[config.mk]
export PLATFORM = sky130hd
export DESIGN_NAME = signed_int_to_decimal_ascii
export DESIGN_NICKNAME = d
export VERILOG_FILES = /design/src/sv/s2d_pkg.sv /design/src/sv/s2d_ctrl.sv /design/src/sv/s2d_dpath.sv /design/src/sv/signed_int_to_decimal_ascii.sv
export SDC_FILE = /design/constraint.sdc
export NUM_CORES = 1
export LEC_CHECK = 0
export BUFFER_PORTS_ARGS = -buffer_cell sky130_fd_sc_hd__buf_2
export CORE_MARGIN = 1
export CORE_UTILIZATION = 29
export CTS_CLUSTER_SIZE = 28
export DETAILED_ROUTE_END_ITERATION = 6
export PLACE_DENSITY = 0.47
export SYNTH_ARGS = -nofsm -noshare
export SYNTH_HDL_FRONTEND = slang
export SYNTH_HIERARCHICAL = 1
export SYNTH_SLANG_ARGS = --single-unit
[constraint.sdc]
create_clock -name clock -period 11.72 [get_ports clock]
set_input_delay 0.586 -clock clock [delete_from_list [all_inputs] [get_ports clock]]
set_output_delay 0.586 -clock clock [all_outputs]
set_load 0.01 [all_outputs]
[src/sv/s2d_pkg.sv]
// Shared types and constants for the signed integer to decimal text converter.
package s2d_pkg;

   localparam int VALUE_WIDTH_DEFAULT = 32;
   // binary bits folded into the BCD register per conversion cycle
   localparam int BITS_PER_CYCLE = 4;

   localparam logic [7:0] CHAR_ZERO  = 8'h30;
   localparam logic [7:0] CHAR_MINUS = 8'h2D;

   typedef enum logic [1:0] {
      ST_IDLE,
      ST_CONV,
      ST_SIGN,
      ST_DIGIT
   } state_type;

   // controller to datapath
   typedef struct packed {
      logic load;      // capture a new request
      logic step;      // run one conversion cycle
      logic next;      // advance to the next lower digit
      logic emit_sign; // present the minus sign
   } cmd_type;

   // datapath to controller
   typedef struct packed {
      logic conv_done; // current conversion cycle is the last one
      logic neg;       // captured value is negative
      logic dig_last;  // pointing at the lowest digit
   } sts_type;

endpackage

[src/sv/s2d_ctrl.sv]
// Sequencer for capture, conversion and character emission.
module s2d_ctrl (
   input  logic              clock,
   input  logic              reset,
   input  logic              req_tvalid,
   output logic              req_tready,
   output logic              rsp_tvalid,
   input  logic              rsp_tready,
   output s2d_pkg::cmd_type  cmd,
   input  s2d_pkg::sts_type  sts
);

   s2d_pkg::state_type state_ff;
   s2d_pkg::state_type state_in;

   // hold the state
   always_ff @(posedge clock) begin
      if (reset) begin
         state_ff <= s2d_pkg::ST_IDLE;
      end else begin
         state_ff <= state_in;
      end
   end

   // next state
   always_comb begin
      state_in = state_ff;
      unique case (state_ff)
         s2d_pkg::ST_IDLE: begin
            if (req_tvalid) state_in = s2d_pkg::ST_CONV;
         end
         s2d_pkg::ST_CONV: begin
            if (sts.conv_done) begin
               state_in = sts.neg ? s2d_pkg::ST_SIGN : s2d_pkg::ST_DIGIT;
            end
         end
         s2d_pkg::ST_SIGN: begin
            if (rsp_tready) state_in = s2d_pkg::ST_DIGIT;
         end
         s2d_pkg::ST_DIGIT: begin
            if (rsp_tready && sts.dig_last) state_in = s2d_pkg::ST_IDLE;
         end
      endcase
   end

   // drive handshakes and datapath commands
   always_comb begin
      req_tready    = 1'b0;
      rsp_tvalid    = 1'b0;
      cmd.load      = 1'b0;
      cmd.step      = 1'b0;
      cmd.next      = 1'b0;
      cmd.emit_sign = 1'b0;
      unique case (state_ff)
         s2d_pkg::ST_IDLE: begin
            req_tready = 1'b1;
            cmd.load   = req_tvalid;
         end
         s2d_pkg::ST_CONV: begin
            cmd.step = 1'b1;
         end
         s2d_pkg::ST_SIGN: begin
            rsp_tvalid    = 1'b1;
            cmd.emit_sign = 1'b1;
         end
         s2d_pkg::ST_DIGIT: begin
            rsp_tvalid = 1'b1;
            cmd.next   = rsp_tready;
         end
      endcase
   end

endmodule

[src/sv/s2d_dpath.sv]
// Magnitude capture, shift-add-3 BCD conversion and digit selection.
module s2d_dpath #(
   parameter int VALUE_WIDTH = s2d_pkg::VALUE_WIDTH_DEFAULT
) (
   input  logic                   clock,
   input  logic [VALUE_WIDTH-1:0] value,
   input  s2d_pkg::cmd_type       cmd,
   output s2d_pkg::sts_type       sts,
   output logic [7:0]             char_code,
   output logic                   is_last
);

   localparam int BPC   = s2d_pkg::BITS_PER_CYCLE;
   localparam int STEPS = (VALUE_WIDTH + BPC - 1) / BPC;
   localparam int PW    = STEPS * BPC;
   // enough decimal digits for a magnitude of 2^(VALUE_WIDTH-1)
   localparam int NDIG  = (VALUE_WIDTH * 1233) / 4096 + 1;
   localparam int IW    = $clog2(NDIG);
   localparam int CW    = $clog2(NDIG + 1);
   localparam int SW    = $clog2(STEPS);

   logic             neg_ff, neg_in;
   logic [PW-1:0]    bin_ff, bin_in, bin_v;
   logic [3:0]       dig_ff [NDIG];
   logic [3:0]       dig_in [NDIG];
   logic [3:0]       dig_v  [NDIG];
   logic [CW-1:0]    cnt_ff, cnt_in, cnt_v, cnt_dec;
   logic [SW-1:0]    step_ff, step_in;
   logic [IW-1:0]    idx_ff, idx_in;
   logic [VALUE_WIDTH-1:0] mag;

   assign mag     = value[VALUE_WIDTH-1] ? (~value + 1'b1) : value;
   assign cnt_dec = cnt_v - CW'(1);

   // fold BPC binary bits into the BCD digits, tracking the significant digit count
   always_comb begin
      dig_v = dig_ff;
      bin_v = bin_ff;
      cnt_v = cnt_ff;
      for (int s = 0; s < BPC; s++) begin
         for (int d = 0; d < NDIG; d++) begin
            if (dig_v[d] >= 4'd5) dig_v[d] = dig_v[d] + 4'd3;
         end
         for (int d = NDIG - 1; d > 0; d--) begin
            dig_v[d] = {dig_v[d][2:0], dig_v[d-1][3]};
         end
         dig_v[0] = {dig_v[0][2:0], bin_v[PW-1]};
         bin_v    = {bin_v[PW-2:0], 1'b0};
         if (cnt_v < CW'(NDIG)) begin
            if (dig_v[cnt_v[IW-1:0]] != 4'd0) cnt_v = cnt_v + CW'(1);
         end
      end
   end

   // next register values
   always_comb begin
      neg_in  = neg_ff;
      bin_in  = bin_ff;
      dig_in  = dig_ff;
      cnt_in  = cnt_ff;
      step_in = step_ff;
      idx_in  = idx_ff;
      if (cmd.load) begin
         neg_in  = value[VALUE_WIDTH-1];
         bin_in  = PW'(mag);
         for (int d = 0; d < NDIG; d++) dig_in[d] = 4'd0;
         cnt_in  = CW'(1);
         step_in = '0;
      end else if (cmd.step) begin
         bin_in  = bin_v;
         dig_in  = dig_v;
         cnt_in  = cnt_v;
         step_in = step_ff + SW'(1);
         idx_in  = cnt_dec[IW-1:0];
      end else if (cmd.next) begin
         idx_in  = idx_ff - IW'(1);
      end
   end

   always_ff @(posedge clock) begin
      neg_ff  <= neg_in;
      bin_ff  <= bin_in;
      dig_ff  <= dig_in;
      cnt_ff  <= cnt_in;
      step_ff <= step_in;
      idx_ff  <= idx_in;
   end

   // status and character selection
   assign sts.conv_done = (step_ff == SW'(STEPS - 1));
   assign sts.neg       = neg_ff;
   assign sts.dig_last  = (idx_ff == '0);

   assign char_code = cmd.emit_sign ? s2d_pkg::CHAR_MINUS
                                    : s2d_pkg::CHAR_ZERO + {4'd0, dig_ff[idx_ff]};
   assign is_last   = !cmd.emit_sign && (idx_ff == '0);

endmodule

[src/sv/signed_int_to_decimal_ascii.sv]
// Top level: signed integer in, decimal ASCII characters out.
//
// Request channel (req_): one signed integer per request in req_tdata.
// Response channel (rsp_): one ASCII character per response, most significant
// first; a negative value starts with '-', zero gives '0', no leading zeros.
// rsp_tlast marks the final character of each number.
// Per number: the request is taken, then shift-add-3 conversion runs (four
// bits per cycle), then the characters go out, one per cycle while rsp_tready
// is high. At 32 bits a number gives 1 to 11 characters; the next request is
// taken once the last character has gone.
// When the receiver holds rsp_tready low, the current character and its
// rsp_tlast hold until taken and no request is accepted meanwhile.
// Reset (synchronous, active high) returns the block to idle, ready for a
// request; a number in progress is dropped.
module signed_int_to_decimal_ascii #(
   parameter int VALUE_WIDTH = s2d_pkg::VALUE_WIDTH_DEFAULT
) (
   input  logic                                  clock,
   input  logic                                  reset,
   input  logic                                  req_tvalid,
   output logic                                  req_tready,
   input  logic [((VALUE_WIDTH + 7) / 8) * 8-1:0] req_tdata,  // [VALUE_WIDTH-1:0] value
   output logic                                  rsp_tvalid,
   input  logic                                  rsp_tready,
   output logic [7:0]                            rsp_tdata,  // [7:0] char_code
   output logic                                  rsp_tlast   // is_last
);

   s2d_pkg::cmd_type cmd;
   s2d_pkg::sts_type sts;

   s2d_ctrl u_ctrl (
      .clock      (clock),
      .reset      (reset),
      .req_tvalid (req_tvalid),
      .req_tready (req_tready),
      .rsp_tvalid (rsp_tvalid),
      .rsp_tready (rsp_tready),
      .cmd        (cmd),
      .sts        (sts)
   );

   s2d_dpath #(
      .VALUE_WIDTH (VALUE_WIDTH)
   ) u_dpath (
      .clock     (clock),
      .value     (req_tdata[VALUE_WIDTH-1:0]),
      .cmd       (cmd),
      .sts       (sts),
      .char_code (rsp_tdata),
      .is_last   (rsp_tlast)
   );

   // one number at a time: never take a request while a character is offered
   assert property (@(posedge clock) disable iff (reset)
      !(req_tready && rsp_tvalid))
      else $error("request taken while a response is pending");

   // an accepted request closes intake on the next cycle
   assert property (@(posedge clock) disable iff (reset)
      (req_tvalid && req_tready) |=> !req_tready)
      else $error("intake still open after accepting a request");

   // only a minus sign or a decimal digit leaves the block
   assert property (@(posedge clock) disable iff (reset)
      rsp_tvalid |-> (rsp_tdata == s2d_pkg::CHAR_MINUS ||
                      (rsp_tdata >= s2d_pkg::CHAR_ZERO &&
                       rsp_tdata <= s2d_pkg::CHAR_ZERO + 8'd9)))
      else $error("response is not a sign or digit");

   // a minus sign is always followed by digits
   assert property (@(posedge clock) disable iff (reset)
      (rsp_tvalid && rsp_tdata == s2d_pkg::CHAR_MINUS) |-> !rsp_tlast)
      else $error("minus sign marked as last character");

endmodule

# --- After elaboration in Yosys (flattened, before gate mapping) ---
# Index checks and enable logic that the tools add are counted.
totals:
  ff_bits: 86
  out_inout_bits: 11
  wordCells: 224
  input_bits: 36
op_classes:
  muxes: 81
  order_cmp: 49
  eq_ne: 8
  reduce_logical: 14
  add_sub_neg: 49
  bitwise: 7
ops:
  columns: ["op", "n"]
  rows:
  - ["4-bit two-way mux", 56]
  - ["4-bit by 3-bit >= comparator with 1-bit output (second input constant)", 40]
  - ["4-bit by 2-bit adder with 4-bit output (second input constant)", 36]
  - ["32-bit two-way mux", 3]
  - ["4-bit binary-select mux with 4-bit select", 5]
  - ["32-bit by 1-bit adder with 32-bit output (second input constant)", 1]
  - ["32-bit NOT", 1]
  - ["5-bit >= comparator (second input constant)", 5]
  - ["4-bit NOT with 5-bit output", 5]
  - ["4-bit by 1-bit adder with 4-bit output (second input constant)", 4]
  - ["4-bit less-than comparator (second input constant)", 4]
  - ["4-bit nonzero test", 4]
  - ["3-bit by 2-bit adder with 3-bit output (second input constant)", 4]
  - ["3-bit two-way mux", 4]
  - ["2-bit two-way mux", 4]
  - ["8-bit two-way mux", 1]
  - ["2-bit case mux with 4 select lines", 1]
  - ["4-bit by 1-bit subtractor with 4-bit output (second input constant)", 2]
  - ["6-bit by 4-bit adder with 7-bit output (first input constant)", 1]
  - ["1-bit two-way mux", 7]
  - ["2-bit != test (second input constant)", 3]
  - ["2-bit == test (second input constant)", 2]
  - ["4-bit zero test", 1]
  - ["4-bit AND reduction", 1]
  - ["11 further kinds", 13]

# --- Longest topological paths before layout ---
# Gate-level depths: netlist of run 1.
logic_depth:
  word_depth: 31
  depth_mapped: 33
  depth_no_buf: 32

# --- Hierarchy ---
# The synthesis of run 1 kept the hierarchy.
by_module_without_submodules:
  columns: ["mod", "cells_each", "seq_area_each_um2", "instances", "area_each_um2"]
  rows:
  - ["s2d_dpath", 1337, 2052.0, 1, 10495.1]
  - ["s2d_ctrl", 25, 40.0, 1, 216.5]

# --- Worst setup path before layout of run 1 ---
# No wires, ideal clock.
synth_path:
  path_kind: "register -> register"
  from: "register u_dpath/dig_ff[12] (netlist name)"
  to: "register u_dpath.idx_ff[2], data pin"
  setup_ns: 0.267
  path_buffers: 1
  path_slack_ns: 4.776
  stages_incl_launch_ff: 32
  arrival_time_ns: 6.677
  period_less_slack_ns: 6.944
  t_required_ns: 11.453
  path_cell_list: "dfxtp_1 -> buf_4 -> inv_1 -> ha_1 -> nor2b_1 -> or3_4 -> nand2_1 -> inv_1 -> ha_1 -> nor2b_1 -> o31ai_1 -> xor2_1 -> inv_1 -> ha_1 -> inv_1 -> nor2_1 -> o21ai_0 -> mux2i_1 -> nand3_1 -> nor2_1 -> nand2_1 -> a311o_1 -> and3_4 -> a211o_1 -> xnor2_1 -> mux2_2 -> a22o_1 -> and3_4 -> or3_4 -> a21boi_0 -> ha_1 -> xor2_1"
synth_between:
  elab_chain_len: 31
  word_cells_on_any_way: 65
  cone_classes: "14 x add/sub; 13 x order compare; 31 x mux; 3 x bitwise; 4 x reduce/logical"
synth_rtl:
  columns: ["item", "line", "text"]
  rows:
  - ["start: declaration", "s2d_dpath.sv:24", "logic [3:0] dig_ff [NDIG];"]
  - ["start signal: assignment", "s2d_dpath.sv:83", "dig_ff <= dig_in;"]
  - ["4-bit by 2-bit adder with 4-bit output / 4-bit by 3-bit >= comparator with 1-bit output (equally long branches)", "s2d_dpath.sv:42", "if (dig_v[d] >= 4'd5) dig_v[d] = dig_v[d] + 4'd3;"]
  - ["4-bit two-way mux *", "s2d_dpath.sv:42", null]
  - ["4-bit binary-select mux with 4-bit select", "s2d_dpath.sv:50", "if (dig_v[cnt_v[IW-1:0]] != 4'd0) cnt_v = cnt_v + CW'(1);"]
  - ["4-bit two-way mux (implied by the code) (2 in a row)", "s2d_dpath.sv:50", null]
  - ["4-bit nonzero test", "s2d_dpath.sv:50", null]
  - ["4-bit two-way mux", "s2d_dpath.sv:50", null]
  - ["4-bit two-way mux", "s2d_dpath.sv:49", "if (cnt_v < CW'(NDIG)) begin"]
  - ["4-bit NOT with 5-bit output (implied by the code)", "s2d_dpath.sv:50", null]
  - ["[13 not listed]", null, null]
  - ["4-bit NOT with 5-bit output (implied by the code)", "s2d_dpath.sv:50", null]
  - ["4-bit binary-select mux with 4-bit select", "s2d_dpath.sv:50", null]
  - ["4-bit two-way mux (implied by the code) (2 in a row)", "s2d_dpath.sv:50", null]
  - ["4-bit nonzero test", "s2d_dpath.sv:50", null]
  - ["4-bit two-way mux", "s2d_dpath.sv:50", null]
  - ["4-bit two-way mux *", "s2d_dpath.sv:49", null]
  - ["4-bit by 1-bit subtractor with 4-bit output *", "s2d_dpath.sv:33", "assign cnt_dec = cnt_v - CW'(1);"]
  - ["4-bit two-way mux *", "s2d_dpath.sv:69", "end else if (cmd.step) begin"]
  - ["end signal: assignment", "s2d_dpath.sv:86", "idx_ff <= idx_in;"]
  - ["end: declaration", "s2d_dpath.sv:29", "logic [IW-1:0] idx_ff, idx_in;"]
# Mark *: on every way between the ends. The rest lies on a longest branch, timed or not. The select of a mux whose other input is x is not followed.
# A chain may end at the register's enable or synchronous reset.

# --- Worst setup path after layout of run 1 ---
# Same ends and word-level chain as after synthesis.

==> results of run 1 <==
-- registers in the layout, indices dropped and copies added (netlist names) --
name,flops
u_ctrl/state_ff,2
u_dpath/step_ff,3
u_dpath/dig_ff,40
u_dpath/neg_ff,1
u_dpath/bin_ff,32
u_dpath/idx_ff,4
u_dpath/cnt_ff,4
-- final cells by class --
type | count | area [um2] | share of cell area
inverters | 102 | 383 | 0.0331
multi-input cells | 1113 | 7990 | 0.690
well taps | 468 | 586 | 0.0506
clock buffers | 10 | 229 | 0.0198
repair buffers | 47 | 245 | 0.0212
clock inverters | 6 | 46.3 | 0.00400
flip-flops and latches | 86 | 2090 | 0.181
-- routing by layer --
| layer | vias up | wire length, um | global-route usage |
|---|---|---|---|
| met4 | 2 | 621 | 0.0429 |
| li1 | 4880 | - | - |
| met5 | - | 13 | 0 |
| met1 | 4467 | 14500 | 0.214 |
| met3 | 25 | 1100 | 0.0210 |
| met2 | 156 | 13200 | 0.251 |
-- worst paths after layout --
path	start	endpoint	slack, ps	depth (start not counted)
worst max-delay path	u_dpath/dig_ff[12]	u_dpath/idx_ff[2]	3810	30
worst min-delay path	u_ctrl/state_ff[1]	u_ctrl/state_ff[1]	510	2
worst max register to register	u_dpath/dig_ff[12]	u_dpath/idx_ff[2]	3810	30
worst min register to register	u_ctrl/state_ff[1]	u_ctrl/state_ff[1]	510	2
-- cell families (layout without fill, tap and decap cells) --
logic type                 count (synthesis)  in the layout  synth area share
AOI/OAI and AO/OA                        336            336             0.211
xor gates and xnor gates                  67             67            0.0555
adders and majority gates                 91             91             0.106
buffers and inverters                    164            165            0.0609
DFF                                       86             86             0.195
muxes                                    123            123             0.133
other                                      2              3          0.000701
and+or+nand+nor                          493            493             0.237
-- cells in the final DEF, fill, tap and decap left out, types with 19 or more instances in the layout --
cell type	instances
nor2_1	165
inv_1	100
nand2_1	99
ha_1	90
a21oi_1	86
mux2i_1	76
o21ai_0	61
a211oi_1	50
dfxtp_1	49
buf_2	43
edfxtp_1	37
xor2_1	35
nand2b_1	32
mux2_2	32
nor2b_1	31
xnor2_1	31
or3_1	22
nand3_1	22
nor3_1	19
-- metrics by stage --
stage	cell area (um2)	worst slack, ps
3_5_place_dp	11300	3900
2_1_floorplan	10700	4780
5_1_grt	11600	3310
3_3_place_gp	11300	3940
4_1_cts	11600	3840
6_report	11600	3810
-- worst reg2reg max path: cells and delay by family, from the launching register on --
kind                     cells  cell delay (ps)
AO/OA/AOI/OAI                6             1880
buffers and inverters        4              360
adder cells (fa/ha/maj)      4              960
AND/OR/NAND/NOR             11             2060
XOR/XNOR                     3              950
multiplexers                 2              870
flip-flops                   1              550
==> results.md, run 1 <==
- Slew Viols, Final: 0
- Ports: 47
- Initial Util: 0.294
- CP max FO: 10
- DR pass1 iterations: 5
- Critical path type: reg2reg
- IO Port Bufs: 43
- Fin nets: 1,486
- Slowest Stage Delay on Critical Path: 550 ps
- Post-CTS setup buffers: 0
- Final Hold Viols: 0
- Number of global-route vias before repair: 8,723
- Setup TNS: 0 ps
- CTS root buffer: clkbuf_16
- RD Place Congestion: 0.849
- Routed len/inst: 16.1 um
- Post-synth top cells: nor2_1, inv_1, nand2_1, ha_1, a21oi_1
- Worst setup SP type: register
- CP max-delay cell: dfxtp_1
- Worst-Margin Slew: 927 ps
- Post-Syn Area: 10,700 um2
- Worst slew margin: 0.382
- Final ANT Viol Nets: 0
- # DRC: 0
- Die Span Y: 194 um
- Fmax: 126 MHz
- Final core occ: 0.317
- Dpl hpwl: 22,500 um
- Mapped Cells: 1,362
- Largest area contributor in the netlist: ha_1
- Most common cell in the netlist: nor2_1
- Hold WS: 506 ps
- Via count: 9,530
- CP required: 11,810 ps
- Global-route wire length before repair: 47,100 um
- Vias per inst: 5.20
- RSZ-0062 raised after global routing: no
- H-tree depth: 3
- Yosys warns: 6
- Worst Skew: 12.3 ps
- Row cnt: 70
- Placed insts: 1,816
- Share of cells above drive strength 1: 0.110
- CTS Buf Count: 9
- Buffer and inverter count on the worst path: 4
- Clock buffer depth: 2
- Distinct cells, synth: 96
- CTS tree: built
- EDFF count, synth: 37
- Fraction of registers with async set/reset: 0
- Core box area: 36,400 um2
- Largest delay share family, worst path: simple AND/OR/NAND/NOR gates
- Top cell type's share of synthesized area: 0.106
- FILL cells: 3,900
- WL final: 29,500 um
- Post-synthesis sequential area ratio: 0.195
- Status: finished, final reports clean
- Ant. Diodes: 0
- Worst skew pair latency: 360 ps
- Initial antenna violation count: 1
- Final std cells w/o fill: 1,832
- Seq cells post-synth: 86
- Avg Inst Size Synth: 7.86 um2
- Clock slew at reported path FFs: 70 ps
- Die Span X: 194 um
- Ys flop type: dfxtp_1
- Hold_buf cts: 0
- Num Clock Sinks: 86
- Final worst path period share: 0.675
- Critical Path AT: 8000 ps
- Crit. End Element: register
- Post-CTS sizing: 0
- GR Util All Layers: 0.155
- Max-Cap Viols: 0
- Final Critical Period: 7910 ps
- DRT iter0 DRCs: 551
- Worst Hold Class: reg2reg
- Largest net degree at the start of global routing: 79
- Area grow syn2layout: 7.99%
- Grt ovf: 0
- Die area: 37,700 um2
- Final setup fails: 0
- Largest cells by area after synthesis: ha_1, edfxtp_1, dfxtp_1, mux2i_1, nor2_1
Power of run 1 is not shown: default switching activity piles up to over one toggle a cycle in this logic, so the estimate is an artifact.
==> run 2, diff against run 1 <==
--- a/config.mk
+++ b/config.mk
@@ -10,7 +10,7 @@
 export CORE_UTILIZATION = 29
 export CTS_CLUSTER_SIZE = 28
 export DETAILED_ROUTE_END_ITERATION = 6
-export PLACE_DENSITY = 0.47
+export PLACE_DENSITY = 0.48
 export SYNTH_ARGS = -nofsm -noshare
 export SYNTH_HDL_FRONTEND = slang
 export SYNTH_HIERARCHICAL = 1
==> constraint.sdc (replaced) <==
create_clock -name clock -period 6.65 [get_ports clock]
set_input_delay 0.3325 -clock clock [delete_from_list [all_inputs] [get_ports clock]]
set_output_delay 0.3325 -clock clock [all_outputs]
set_load 0.01 [all_outputs]
==> run 2 against run 1 <==
Against the previous run: routed wire length is 7.5% higher; sequential share of layout area down 2.2 points; critical path depth decreased by 6; register-to-register slack worse by 3600 ps; clock skew barely moved; maximum frequency grew 23%; core utilization increased by 4.7 points; count of clock-buffer cells in the layout is 1 lower.
==> results.md, run 2 (synthesis gave the netlist of run 1 again) <==
- Critical path type: reg2reg (unchanged)
- Final worst path period share: 0.969 (was 0.675)
- Finished Cell Area: 13,300 um2 (was 11,600 um2)
- FILL cells: 3,809 (was 3,900)
- Routed wl met3: 1020 um (was 1100 um)
- Grt ovf: 0 (unchanged)
- CTS tree: built (unchanged)
- Register Area: 2110 um2 (was 2090 um2)
- Worst hold path depth: 3 (was 2)
- CTS Buf Count: 9 (unchanged)
- WL final: 31,700 um (was 29,500 um)
- Multi-input logic area: 8420 um2 (was 7990 um2)
- Placed instance area: 12,400 um2 (was 11,300 um2)
- Final Critical Period: 6440 ps (was 7910 ps)
- Setup TNS: 0 ps (unchanged)
- Die Span X: 194 um (unchanged)
- CP max FO: 8 (was 10)
- Post-route setup slack: 205 ps (was 3810 ps)
- Initial antenna violation count: 1 (unchanged)
- Worst skew pair latency: 360 ps (about the same)
- Dpl hpwl: 24,900 um (was 22,500 um)
- Cell Chain, Critical Path: buf_4 -> ha_1 -> nand2b_1 -> a211oi_2 -> nor2_2 -> nor4b_1 -> or4_4 -> nor3b_4 -> buf_4 -> xnor2_2 -> inv_1 -> ha_1 -> a211oi_1 -> a311o_1 -> and3_4 -> a211o_4 -> mux2_4 -> a211o_1 -> a22o_1 -> and3_4 -> or3_4 -> a21boi_4 -> ha_4 -> xor2_1
- Commonest non-fill, non-tap cells in the layout: buf_4, nor2_1, inv_1 (was nor2_1, inv_1, nand2_1)
- GR Util All Layers: 0.166 (was 0.155)
- Clock slew at reported path FFs: 80 ps (was 70 ps)
- Worst Hold Class: in2reg (was reg2reg)
- Hold WS: 241 ps (was 506 ps)
- RD Place Congestion: 0.859 (was 0.849)
- Slew Viols, Final: 0 (unchanged)
- Post-placement setup slack: -220 ps (was 3900 ps)
- Final Hold Viols: 0 (unchanged)
- Core box area: 36,400 um2 (unchanged)
- Worst-Margin Slew: 909 ps (was 927 ps)
- IO Port Bufs: 43 (unchanged)
- Max FFs per register: 40 (unchanged)
- DR pass1 iterations: 5 (unchanged)
- Die area: 37,700 um2 (unchanged)
- Ant. Diodes: 0 (unchanged)
- Top reg by flops: u_dpath/dig_ff (unchanged)
- CP max-delay cell: nor4b_1 (was dfxtp_1)
- # DRC: 0 (unchanged)
- End of the worst hold path: u_ctrl/state_ff[0] (was u_ctrl/state_ff[1])
- Share of cells above drive strength 1: 0.259 (was 0.110)
- Metal-1 WL: 14,800 um (was 14,500 um)
- Hold Startpoint: reset (was u_ctrl/state_ff[1])
- Vias per inst: 5.14 (was 5.20)
- Biggest regs: u_dpath/dig_ff: 40 flops, u_dpath/bin_ff: 32 flops (unchanged)
- Reg-to-reg startpoint: u_dpath/dig_ff[12] (unchanged)
- Fmax: 155 MHz (was 126 MHz)
- Ports: 47 (unchanged)
- Area grow syn2layout: 24.1% (was 7.99%)
- Largest net degree at the start of global routing: 74 (was 79)
- RR Endpoint: u_dpath/idx_ff[2] (unchanged)
- Row cnt: 70 (unchanged)
- Final setup fails: 0 (unchanged)
- CTS root buffer: clkbuf_16 (unchanged)
- Via count: 10.3k (was 9,530)
- Worst setup SP type: register (unchanged)
- Reg2Reg Setup Slack: 210 ps (was 3810 ps)
- H-tree depth: 3 (unchanged)
- Worst slew margin: 0.394 (was 0.382)
- Num Clock Sinks: 86 (unchanged)
- Die Span Y: 194 um (unchanged)
- DRT iter0 DRCs: 559 (was 551)
- CP required: 6750 ps (was 11,810 ps)
- Number of global-route vias before repair: 9,557 (was 8,723)
- DR WL met2: 15,200 um (was 13,200 um)
- Final ANT Viol Nets: 0 (unchanged)
- Global-route wire length before repair: 50,800 um (was 47,100 um)
- Critical Path AT: 6540 ps (was 8000 ps)
- Max Used Layer: met5 (unchanged)
- Max-Cap Viols: 0 (unchanged)
- Clock buffer depth: 2 (unchanged)
- Worst Skew: 12.6 ps (was 12.3 ps)
- Hold_buf cts: 0 (unchanged)
- Commonest non-fill, non-tap cell in the layout: buf_4 (was nor2_1)
- Crit. End Element: register (unchanged)
- Initial Util: 0.294 (unchanged)
- Worst reg2reg path depth: 24 (was 30)
- Fin nets: 1,652 (was 1,486)
- Slowest Stage Delay on Critical Path: 520 ps (was 550 ps)
- Routed len/inst: 15.9 um (was 16.1 um)
- Status: finished, final reports clean (unchanged)
==> run 2: layout make-up <==
| class | instances | area share |
|---|---|---|
| multi-input combinational | 1113 | 0.634 |
| sequential | 86 | 0.158 |
| timing repair buffer | 213 | 0.113 |
| tap | 468 | 0.0441 |
| inverter | 102 | 0.0288 |
| clock buffer | 9 | 0.0169 |
| clock inverter | 7 | 0.00556 |
==> run 2: how the worst max path moves through the flow <==
stage	from	end	slack, ps	depth (start not counted)
2_1_floorplan	u_dpath/dig_ff[12]	u_dpath/idx_ff[2]	30	31
3_3_place_gp	u_dpath/dig_ff[36]	u_dpath/idx_ff[2]	6	29
3_5_place_dp	u_dpath/dig_ff[36]	u_dpath/idx_ff[2]	-220	29
4_1_cts	u_dpath/dig_ff[28]	u_dpath/idx_ff[2]	10	28
5_1_grt	u_dpath/dig_ff[16]	u_dpath/idx_ff[2]	-10	31
6_report	u_dpath/dig_ff[12]	u_dpath/idx_ff[2]	210	24
==> run 2: what timing repair did <==
item | CTS | global route
pin swaps | 5 | 38
buffers inserted | 2 | 18
setup endpoints to repair | 2 | 4
resized for setup | 18 | 85
==> run 2: critical path: cells and delay by family, from the launching register on <==
kind / cells / cell delay [ps]
buffers and inverters: 3 / 530
adders and majority gates: 3 / 890
and+or+nand+nor: 8 / 2090
AOI/OAI and AO/OA: 7 / 1730
xor gates and xnor gates: 2 / 280
muxes: 1 / 320
DFF: 1 / 330
==> run 2: per-layer routing <==
layer / global-route usage / vias up
met5: 0 / -
met4: 0.0388 / 2
met3: 0.0172 / 38
met2: 0.288 / 154
met1: 0.220 / 4862
li1: - / 5220
==> run 2: per-stage QoR <==
stage                      util  cells
after floorplan               -   1363
after global placement    0.341   1962
after detailed placement  0.341   1962
after CTS                 0.352   1980
after global routing      0.365   1998
final                     0.365   1998
Power of run 2 is left out for the same reason.
